File: config.mk
export PLATFORM = sky130hd
export DESIGN_NAME = peak_limiter_with_taper
export DESIGN_NICKNAME = d
export VERILOG_FILES = /design/src/hdl/plk_pkg.sv /design/src/hdl/plk_ram.sv /design/src/hdl/plk_div.sv /design/src/hdl/peak_limiter_with_taper.sv
export SDC_FILE = /design/constraint.sdc
export NUM_CORES = 2
export LEC_CHECK = 0
export ABC_AREA = 1
export BUFFER_PORTS_ARGS = -buffer_cell sky130_fd_sc_hd__buf_2
export CAP_MARGIN = 30
export CELL_PAD_IN_SITES_DETAIL_PLACEMENT = 2
export CELL_PAD_IN_SITES_GLOBAL_PLACEMENT = 2
export CORE_MARGIN = 5
export CORE_UTILIZATION = 41
export CTS_BUF_LIST = sky130_fd_sc_hd__clkbuf_16
export DETAILED_ROUTE_END_ITERATION = 10
export HOLD_SLACK_MARGIN = 0.12
export PLACE_DENSITY_LB_ADDON = 0.12
export SLEW_MARGIN = 25
export SYNTH_ARGS = -nofsm -noshare
export SYNTH_HDL_FRONTEND = slang
export SYNTH_SLANG_ARGS = --single-unit
File: constraint.sdc
create_clock -name clk -period 10.8 [get_ports clk]
set_input_delay 0.54 -clock clk [delete_from_list [all_inputs] [get_ports clk]]
set_output_delay 0.54 -clock clk [all_outputs]
set_load 0.02 [all_outputs]
File: src/hdl/plk_pkg.sv
// Package for the peak limiter with taper.
// Holds the sample format, arithmetic widths and register map used by the divider, top level and bench.
// Depends on nothing.
package plk_pkg;

	localparam int SAMPLE_W = 24;
	localparam int FRAC_W = 20;
	localparam logic signed [SAMPLE_W-1:0] Q_ONE = 24'sd1048576;
	localparam logic signed [SAMPLE_W-1:0] Q_MINUS_ONE = -24'sd1048576;

	localparam int TAPER_W = 5;
	localparam int K_W = 6;
	localparam int NUM_W = 29;
	localparam int DEN_W = 29;
	localparam int PROD_W = 53;
	localparam int DIV_W = 56;
	localparam int QUO_W = 24;

	localparam int CFG_ADDR_W = 3;
	localparam int CFG_DATA_W = 32;
	localparam logic REG_N_STEPS = 1'b0;
	localparam logic [TAPER_W-1:0] N_STEPS_RESET = 5'd4;

endpackage

File: src/hdl/plk_ram.sv
// Generic single-port-write, single-port-read RAM with a registered read.
// Read data holds its value until the next read. Depends on nothing.
module plk_ram #(
	parameter int WIDTH = 24,
	parameter int DEPTH = 33
) (
	input  logic                     clk,
	input  logic                     we,
	input  logic [$clog2(DEPTH)-1:0] waddr,
	input  logic [WIDTH-1:0]         wdata,
	input  logic                     re,
	input  logic [$clog2(DEPTH)-1:0] raddr,
	output logic [WIDTH-1:0]         rdata
);

	logic [WIDTH-1:0] mem_q [DEPTH];
	logic [WIDTH-1:0] rdata_q;

	always_ff @(posedge clk) begin
		if (we) begin
			mem_q[waddr] <= wdata;
		end
		if (re) begin
			rdata_q <= mem_q[raddr];
		end
	end

	assign rdata = rdata_q;

endmodule

File: src/hdl/plk_div.sv
// Restoring divider that produces one quotient bit per cycle.
// The quotient must fit in QUO_W bits. Depends on plk_pkg.
module plk_div (
	input  logic                            clk,
	input  logic                            arst_n,
	input  logic                            start,
	input  logic [plk_pkg::DIV_W-1:0]       dividend,
	input  logic [plk_pkg::DIV_W-1:0]       divisor,
	output logic                            done,
	output logic [plk_pkg::QUO_W-1:0]       quotient
);

	localparam int CNT_W = $clog2(plk_pkg::QUO_W + 1);

	logic [plk_pkg::DIV_W-1:0] rem_q;
	logic [plk_pkg::DIV_W-1:0] dvs_q;
	logic [plk_pkg::QUO_W-1:0] quo_q;
	logic [CNT_W-1:0]          cnt_q;
	logic                      busy_q;
	logic                      done_q;
	logic                      ge;

	assign ge = (rem_q >= dvs_q);

	always_ff @(posedge clk or negedge arst_n) begin
		if (!arst_n) begin
			busy_q <= 1'b0;
			done_q <= 1'b0;
			cnt_q <= '0;
		end else begin
			done_q <= 1'b0;
			if (start) begin
				busy_q <= 1'b1;
				cnt_q <= CNT_W'(plk_pkg::QUO_W);
			end else if (busy_q) begin
				cnt_q <= cnt_q - 1'b1;
				if (cnt_q == CNT_W'(1)) begin
					busy_q <= 1'b0;
					done_q <= 1'b1;
				end
			end
		end
	end

	always_ff @(posedge clk) begin
		if (start) begin
			rem_q <= dividend;
			dvs_q <= divisor << (plk_pkg::QUO_W - 1);
			quo_q <= '0;
		end else if (busy_q) begin
			if (ge) begin
				rem_q <= rem_q - dvs_q;
			end
			quo_q <= {quo_q[plk_pkg::QUO_W-2:0], ge};
			dvs_q <= dvs_q >> 1;
		end
	end

	assign done = done_q;
	assign quotient = quo_q;

endmodule

File: src/hdl/peak_limiter_with_taper.sv
// Top level of the peak limiter with taper: window memory, sequencer and ports.
// Depends on plk_pkg, plk_ram and plk_div.
//
//  channel   direction  handshake            payload
//  input     in         in_valid/in_ready    sample, last
//  output    out        out_valid/out_ready  sample_out, end_of_stream
//  config    in         APB psel/penable     n_steps at address 0
//
// One transaction is taken at a time; a new input is accepted only when the sequencer is idle.
// Each input is stored, then every sample ready for examination is read and evaluated, then every sample ready
// to leave is read and loaded; each tapered neighbor of a peak is read, multiplied and divided by the serial divider.
// The window lives in one RAM used as a circular buffer; reset clears only the control state.
// A stalled output holds the sequencer in its emit step until the transaction completes.
module peak_limiter_with_taper #(
	parameter int MAX_STEPS = 16
) (
	input  logic                                    clk,
	input  logic                                    arst_n,
	input  logic                                    in_valid,
	output logic                                    in_ready,
	input  logic signed [plk_pkg::SAMPLE_W-1:0]     sample,
	input  logic                                    last,
	output logic                                    out_valid,
	input  logic                                    out_ready,
	output logic signed [plk_pkg::SAMPLE_W-1:0]     sample_out,
	output logic                                    end_of_stream,
	input  logic                                    psel,
	input  logic                                    penable,
	input  logic                                    pwrite,
	input  logic [plk_pkg::CFG_ADDR_W-1:0]          paddr,
	input  logic [plk_pkg::CFG_DATA_W-1:0]          pwdata,
	output logic [plk_pkg::CFG_DATA_W-1:0]          prdata,
	output logic                                    pready
);

	localparam int WIN = 2 * MAX_STEPS + 1;
	localparam int AW = $clog2(WIN);
	localparam int CW = $clog2(WIN + 1);
	localparam int SW = plk_pkg::SAMPLE_W;

	typedef enum logic [3:0] {
		S_IDLE, S_EXAM, S_EVAL, S_NBSEL, S_NBMUL, S_DIV, S_DWAIT, S_EMIT, S_ELOAD
	} state_t;

	state_t                          state_q;
	logic [plk_pkg::TAPER_W-1:0]     n_steps_q;
	logic [plk_pkg::TAPER_W-1:0]     taper_q;
	logic                            in_stream_q;
	logic                            last_q;
	logic [CW-1:0]                   fill_q;
	logic [CW-1:0]                   done_q;
	logic [AW-1:0]                   head_q;
	logic [CW-1:0]                   p_q;
	logic [AW-1:0]                   p_addr_q;
	logic [plk_pkg::K_W-1:0]         k_q;
	logic                            side_q;
	logic [SW-1:0]                   mag_q;
	logic [plk_pkg::DEN_W-1:0]       den_q;
	logic [plk_pkg::NUM_W-1:0]       num_q;
	logic [plk_pkg::PROD_W-1:0]      prod_q;
	logic                            neg_q;
	logic [AW-1:0]                   nb_addr_q;
	logic                            out_valid_q;
	logic signed [SW-1:0]            out_data_q;
	logic                            out_eos_q;

	logic                            ram_we;
	logic [AW-1:0]                   ram_waddr;
	logic [SW-1:0]                   ram_wdata;
	logic                            ram_re;
	logic [AW-1:0]                   ram_raddr;
	logic [SW-1:0]                   ram_rdata;

	logic                            div_start;
	logic                            div_done;
	logic [plk_pkg::DIV_W-1:0]       div_dividend;
	logic [plk_pkg::DIV_W-1:0]       div_divisor;
	logic [plk_pkg::QUO_W-1:0]       div_quo;

	logic                            cfg_wr;
	logic                            in_acc;
	logic                            exam_go;
	logic                            emit_go;
	logic                            right_ok;
	logic                            left_ok;
	logic                            nb_avail;
	logic                            k_over;
	logic                            out_free;
	logic [plk_pkg::K_W-1:0]         n1;
	logic signed [SW-1:0]            rd_s;
	logic [SW-1:0]                   rd_mag;
	logic                            peak_hi;
	logic                            peak_lo;
	logic [CW:0]                     right_off;
	logic [CW:0]                     left_off;
	logic [SW-1:0]                   scaled;

	function automatic logic [AW-1:0] wrap_addr(input logic [AW-1:0] base,
	                                            input logic [CW:0] off);
		logic [CW+1:0] sum;
		sum = (CW+2)'(base) + (CW+2)'(off);
		if (sum >= (CW+2)'(WIN)) begin
			sum = sum - (CW+2)'(WIN);
		end
		return sum[AW-1:0];
	endfunction

	assign cfg_wr = psel && penable && pwrite && (paddr[2] == plk_pkg::REG_N_STEPS);
	assign pready = 1'b1;
	assign prdata = (paddr[2] == plk_pkg::REG_N_STEPS) ?
		plk_pkg::CFG_DATA_W'(n_steps_q) : '0;

	assign in_ready = (state_q == S_IDLE);
	assign in_acc = in_valid && in_ready;
	assign out_free = !out_valid_q || out_ready;

	assign n1 = plk_pkg::K_W'(taper_q) + 1'b1;
	assign exam_go = last_q ? (done_q < fill_q) :
		((CW+1)'(done_q) + (CW+1)'(taper_q) < (CW+1)'(fill_q));
	assign emit_go = (fill_q != '0) && (last_q || ((CW+1)'(done_q) > (CW+1)'(taper_q)));
	assign right_off = (CW+1)'(p_q) + (CW+1)'(k_q);
	assign left_off = (CW+1)'(p_q) - (CW+1)'(k_q);
	assign right_ok = right_off < (CW+1)'(fill_q);
	assign left_ok = (CW+1)'(k_q) <= (CW+1)'(p_q);
	assign nb_avail = side_q ? left_ok : right_ok;
	assign k_over = k_q > plk_pkg::K_W'(taper_q);

	assign rd_s = $signed(ram_rdata);
	assign rd_mag = rd_s[SW-1] ? SW'(-rd_s) : SW'(rd_s);
	assign peak_hi = rd_s > plk_pkg::Q_ONE;
	assign peak_lo = rd_s < plk_pkg::Q_MINUS_ONE;
	assign scaled = neg_q ? SW'(-div_quo) : SW'(div_quo);

	assign div_start = (state_q == S_DIV);
	assign div_dividend = plk_pkg::DIV_W'({prod_q, 1'b0}) + plk_pkg::DIV_W'(den_q);
	assign div_divisor = plk_pkg::DIV_W'({den_q, 1'b0});

	always_comb begin
		ram_we = 1'b0;
		ram_waddr = '0;
		ram_wdata = '0;
		ram_re = 1'b0;
		ram_raddr = '0;
		unique case (state_q)
			S_IDLE: begin
				ram_we = in_acc;
				ram_waddr = wrap_addr(head_q, (CW+1)'(fill_q));
				ram_wdata = sample;
			end
			S_EXAM: begin
				ram_re = exam_go;
				ram_raddr = wrap_addr(head_q, (CW+1)'(done_q));
			end
			S_EVAL: begin
				ram_we = peak_hi || peak_lo;
				ram_waddr = p_addr_q;
				ram_wdata = peak_hi ? plk_pkg::Q_ONE : plk_pkg::Q_MINUS_ONE;
			end
			S_NBSEL: begin
				ram_re = !k_over && nb_avail;
				ram_raddr = wrap_addr(head_q, side_q ? left_off : right_off);
			end
			S_DWAIT: begin
				ram_we = div_done;
				ram_waddr = nb_addr_q;
				ram_wdata = scaled;
			end
			S_EMIT: begin
				ram_re = emit_go;
				ram_raddr = head_q;
			end
			S_NBMUL, S_DIV, S_ELOAD: begin
			end
			default: begin
			end
		endcase
	end

	always_ff @(posedge clk or negedge arst_n) begin
		if (!arst_n) begin
			state_q <= S_IDLE;
			n_steps_q <= plk_pkg::N_STEPS_RESET;
			taper_q <= plk_pkg::N_STEPS_RESET;
			in_stream_q <= 1'b0;
			last_q <= 1'b0;
			fill_q <= '0;
			done_q <= '0;
			head_q <= '0;
			p_q <= '0;
			p_addr_q <= '0;
			k_q <= '0;
			side_q <= 1'b0;
			mag_q <= '0;
			den_q <= '0;
			num_q <= '0;
			prod_q <= '0;
			neg_q <= 1'b0;
			nb_addr_q <= '0;
			out_valid_q <= 1'b0;
			out_data_q <= '0;
			out_eos_q <= 1'b0;
		end else begin
			if (cfg_wr) begin
				n_steps_q <= pwdata[plk_pkg::TAPER_W-1:0];
			end
			if (out_valid_q && out_ready && state_q != S_ELOAD) begin
				out_valid_q <= 1'b0;
			end
			unique case (state_q)
				S_IDLE: begin
					if (in_acc) begin
						if (!in_stream_q) begin
							taper_q <= (n_steps_q > plk_pkg::TAPER_W'(MAX_STEPS)) ?
								plk_pkg::TAPER_W'(MAX_STEPS) : n_steps_q;
						end
						in_stream_q <= 1'b1;
						last_q <= last;
						fill_q <= fill_q + 1'b1;
						state_q <= S_EXAM;
					end
				end
				S_EXAM: begin
					if (exam_go) begin
						p_q <= done_q;
						p_addr_q <= ram_raddr;
						done_q <= done_q + 1'b1;
						state_q <= S_EVAL;
					end else begin
						state_q <= S_EMIT;
					end
				end
				S_EVAL: begin
					if (peak_hi || peak_lo) begin
						mag_q <= rd_mag;
						den_q <= plk_pkg::DEN_W'(rd_mag) * plk_pkg::DEN_W'(n1);
						k_q <= plk_pkg::K_W'(1);
						side_q <= 1'b0;
						state_q <= S_NBSEL;
					end else begin
						state_q <= S_EXAM;
					end
				end
				S_NBSEL: begin
					num_q <= (plk_pkg::NUM_W'(n1) << plk_pkg::FRAC_W) +
						plk_pkg::NUM_W'(k_q) * plk_pkg::NUM_W'(mag_q - plk_pkg::Q_ONE);
					if (k_over) begin
						state_q <= S_EXAM;
					end else if (nb_avail) begin
						nb_addr_q <= ram_raddr;
						state_q <= S_NBMUL;
					end else if (side_q) begin
						side_q <= 1'b0;
						k_q <= k_q + 1'b1;
					end else begin
						side_q <= 1'b1;
					end
				end
				S_NBMUL: begin
					prod_q <= plk_pkg::PROD_W'(rd_mag) * plk_pkg::PROD_W'(num_q);
					neg_q <= rd_s[SW-1];
					state_q <= S_DIV;
				end
				S_DIV: begin
					state_q <= S_DWAIT;
				end
				S_DWAIT: begin
					if (div_done) begin
						if (side_q) begin
							side_q <= 1'b0;
							k_q <= k_q + 1'b1;
						end else begin
							side_q <= 1'b1;
						end
						state_q <= S_NBSEL;
					end
				end
				S_EMIT: begin
					if (emit_go) begin
						state_q <= S_ELOAD;
					end else begin
						if (last_q) begin
							in_stream_q <= 1'b0;
							fill_q <= '0;
							done_q <= '0;
						end
						state_q <= S_IDLE;
					end
				end
				S_ELOAD: begin
					if (out_free) begin
						out_valid_q <= 1'b1;
						out_data_q <= $signed(ram_rdata);
						out_eos_q <= last_q && (fill_q == CW'(1));
						head_q <= (head_q == AW'(WIN - 1)) ? '0 : head_q + 1'b1;
						fill_q <= fill_q - 1'b1;
						if (done_q != '0) begin
							done_q <= done_q - 1'b1;
						end
						state_q <= S_EMIT;
					end
				end
				default: begin
					state_q <= S_IDLE;
				end
			endcase
		end
	end

	assign out_valid = out_valid_q;
	assign sample_out = out_data_q;
	assign end_of_stream = out_eos_q;

	plk_ram #(
		.WIDTH(SW),
		.DEPTH(WIN)
	) u_window (
		.clk(clk),
		.we(ram_we),
		.waddr(ram_waddr),
		.wdata(ram_wdata),
		.re(ram_re),
		.raddr(ram_raddr),
		.rdata(ram_rdata)
	);

	plk_div u_div (
		.clk(clk),
		.arst_n(arst_n),
		.start(div_start),
		.dividend(div_dividend),
		.divisor(div_divisor),
		.done(div_done),
		.quotient(div_quo)
	);

	a_fill_bound: assert property (@(posedge clk) disable iff (!arst_n)
		fill_q <= CW'(WIN))
		else $error("window fill exceeds its size");

	a_done_bound: assert property (@(posedge clk) disable iff (!arst_n)
		done_q <= fill_q)
		else $error("examined count exceeds window fill");

	a_idle_empty: assert property (@(posedge clk) disable iff (!arst_n)
		(state_q == S_IDLE && !in_stream_q) |-> (fill_q == '0))
		else $error("window not empty between streams");

	a_head_range: assert property (@(posedge clk) disable iff (!arst_n)
		head_q < AW'(WIN))
		else $error("window head pointer out of range");

endmodule

==> summary.md <==
| Metric | Value |
|---|---|
| GRT Util Overall | 0.315 |
| Unique cell type count in the Yosys netlist | 68 |
| Hold wc startpoint | pwrite |
| Longest Clk Path Bufs | 3 |
| Largest net degree at the start of global routing | 196 |
| Post-route DRC | 0 |
| Post-synthesis instance total | 10.6k |
| Hold path cells | 3 |
| Worst path arrival time | 10,530 ps |
| Post-synth EDFFs | 901 |
| Final-report setup violation count | 0 |
| Fmax | 101 MHz |
| Worst-margin pin slew | 1070 ps |
| Drt wl/cell | 27.1 um |
| Synth top area share | 0.296 |
| Total overflow reported by the global router | 0 |
| Sequential area share after synthesis | 0.369 |
| Critical-path top delay cell | nand2_1 |
| First-pass DRT Iterations | 5 |
| R2R setup slack | 930 ps |
| Max Cap Viol | 0 |
| Prevailing post-synth register cell | edfxtp_1 |
| Reg clk slew, reported paths | 60 ps |
| TNS Setup | 0 ps |
| Max incr delay on CP | 630 ps |
| Synthesized area | 91,500 sq um |
| CTS tree | done |
| Ys Warns | 0 |
| Min Tclk post-route | 9870 ps |
| Clock Latency Late Sink | 850 ps |
| Initial antenna violation count | 15 |
| Dpl hpwl | 264,000 um |
| Slew Limit Headroom | 0.288 |
| I/O pins | 127 |
| Post-route cell area | 100,000 sq um |
| Critical path endpoint category | flip-flop |
| Initial Utilization | 0.412 |
| Post-synth ARST share | 0.194 |
| Hold WC Path Type | input port to flip-flop |
| Crit Path Category | flip-flop to flip-flop |
| Area growth syn-to-layout | 9.65% |
| Worst reg2reg startpoint | u_window.rdata[0]$_DFFE_PP_ |
| R2R Path End | prod_q[47]$_DFFE_PN0P_ |
| ANT nets after route | 0 |
| Total number of vias | 77.0k |
| Synthesis-stage register bit count | 1,177 |
| NumNets Final | 11.8k |
| H-tree levels | 4 |
| RSZ-0062 raised after global routing | no |
| Count of final hold-check violations | 0 |
| Die width | 482 um |
| Die Area | 233,000 sq um |
| Die Y | 482 um |
| Placer congestion estimate | 0.919 |
| Vias per inst | 5.63 |
| Cell taking the most area after synthesis | edfxtp_1 |
| Cts bufs inserted | 143 |
| Drt total wl | 370,000 um |
| Cts repair resizes | 0 |
| Iter 0 DRT Violations | 4,996 |
| Port Buffers | 69 |
| WP data required | 11,460 ps |
| CTS Root Cell | clkbuf_16 |
| Vias in the first global route | 87.3k |
| Layout cell share with drive strength beyond 1 | 0.0597 |
| Std-Cell Core Area | 222,000 sq um |
| Main area contributors after synthesis | edfxtp_1 (30%), fa_1 (17%), inv_1 (9.2%) |
| Syn Area/Cell | 8.62 sq um |
| Worst path most repeated cell | nand2_1 |
| Reg2Reg Depth | 40 |
| Setup Fix Bufs, Post-CTS | 0 |
| Clock sinks | 1,177 |
| Clk_skew | 75.7 ps |
| Status | finished clean |
| Placement Cell Area | 95,400 sq um |
| Worst setup SP type | flip-flop |
| Row count | 173 |
| Max-slew violations | 0 |
| Crit-path max FO | 13 |
| Hold EP | n_steps_q[2]$_DFFE_PN1P_ |
| First-pass GRT wire length | 551,000 um |
| Tcrit/Tclk final | 0.914 |
## synthesized netlist by cell type (12+ instances only)
cell      instances
fa_1            791
a31oi_1          61
nor2_1          633
inv_2            12
buf_2           125
nor3_1           57
buf_1            23
dfrtp_1         226
nor4_1           18
o21bai_1         20
xnor2_1          56
or2_2            43
o21ai_0         483
ha_1            429
edfxtp_1        901
a21oi_1         345
o21ai_1          31
nand4_1         395
nand3_1         915
buf_4            65
dfxtp_1          48
a21o_1           12
inv_1          2248
o211ai_1         18
nand2_1        2064
buf_6            16
clkbuf_1        282
o22ai_1          71
o21a_1           20
xor2_1           83
## cell usage in the layout, fill, tap and decap left out, types with 22 or more instances in the layout
master | synthesis | final
inv_1 | 2248 | 2273
clkinv_2 | 0 | 22
nand3_1 | 915 | 912
nand4_1 | 395 | 395
nor2_1 | 633 | 595
a21oi_1 | 345 | 345
o21ai_0 | 483 | 470
xor2_1 | 83 | 78
or2_2 | 43 | 43
edfxtp_1 | 901 | 901
nor3_1 | 57 | 57
xnor2_1 | 56 | 55
dfxtp_1 | 48 | 48
conb_1 | 2 | 28
ha_1 | 429 | 429
fa_1 | 791 | 791
o22ai_1 | 71 | 71
nand2_1 | 2064 | 2059
clkinv_1 | 10 | 42
nor2_4 | 2 | 37
buf_4 | 65 | 197
dfrtp_1 | 226 | 226
clkbuf_16 | 0 | 143
a31oi_1 | 61 | 60
o21ai_1 | 31 | 30
buf_2 | 125 | 68
## repair_timing
action                                 CTS  global route
endpoints found under the hold margin   62             0
hold buffers                             8             0
setup endpoints to repair                0             0
## registers in the layout, indices dropped and copies added, names as in the netlist, 24 cells and up
signal	flops
u_window.mem_q	792
den_q	29
num_q	29
u_div.dvs_q	53
u_div.quotient	24
u_div.rem_q	56
prod_q	53
mag_q	24
u_window.rdata	24
sample_out	24
## per-layer routing
metal | part of all wire | track usage | up-vias | wire length [um]
met1 | 0.39 | 0.367 | 40300 | 144000
met3 | 0.042 | 0.0399 | 874 | 15600
met4 | 0.061 | 0.162 | 12 | 22700
li1 | - | - | 33700 | -
met5 | 0.00024 | 0 | - | 90
met2 | 0.51 | 0.566 | 2065 | 187000
## cells by family (layout without fill, tap and decap cells)
group | count (synthesis) | after routing | share of synthesized area
xor+xnor | 140 | 140 | 0.0135
buf+inv | 2784 | 2822 | 0.120
compound gates | 1122 | 1122 | 0.0674
other cells | 2 | 37 | 0.0000821
flops | 1177 | 1177 | 0.369
fa+ha+maj | 1220 | 1220 | 0.232
simple gates | 4171 | 4171 | 0.199
## layout make-up
type	instances	area, sq um
Antenna cell	9	22.5
Clock buffer	143	3580
Clock inverter	122	1170
Fill cell	24500	122000
Inverter	2270	8520
Multi-Input combinational cell	6681	47400
Sequential cell	1177	33700
Tap cell	2975	3720
Timing Repair Buffer	287	2180
## through the flow
stage	hold slack, ps	std cells	worst slack, ps	utilization
finish	219	13700	928	0.452
global route	226	13700	334	0.452
CTS	156	13700	982	0.451
detailed placement	466	13400	1130	0.430
global placement	456	13400	1420	0.429
floorplan	244	10600	2960	-
## worst max path at each step
stage / depth (start not counted) / end / slack, ps / from
CTS: 40 / prod_q[47]$_DFFE_PN0P_ / 980 / u_window.rdata[0]$_DFFE_PP_
finish: 40 / prod_q[47]$_DFFE_PN0P_ / 930 / u_window.rdata[0]$_DFFE_PP_
global route: 40 / prod_q[47]$_DFFE_PN0P_ / 330 / u_window.rdata[0]$_DFFE_PP_
detailed placement: 40 / prod_q[47]$_DFFE_PN0P_ / 1130 / u_window.rdata[0]$_DFFE_PP_
global placement: 39 / prod_q[49]$_DFFE_PN0P_ / 1420 / u_window.rdata[0]$_DFFE_PP_
floorplan: 41 / prod_q[47]$_DFFE_PN0P_ / 2960 / u_window.rdata[0]$_DFFE_PP_
## worst max-delay path: cells and delay by family (launching register included)
kind                     cells  cell delay (ps)
flip-flops                   1              430
buffers and inverters        8             1020
adder cells (fa/ha/maj)      8             4040
AND/OR/NAND/NOR             17             2840
AO/OA/AOI/OAI                7             1330
Power is not shown: default switching activity piles up to over one toggle a cycle in this logic, so the estimate is an artifact.
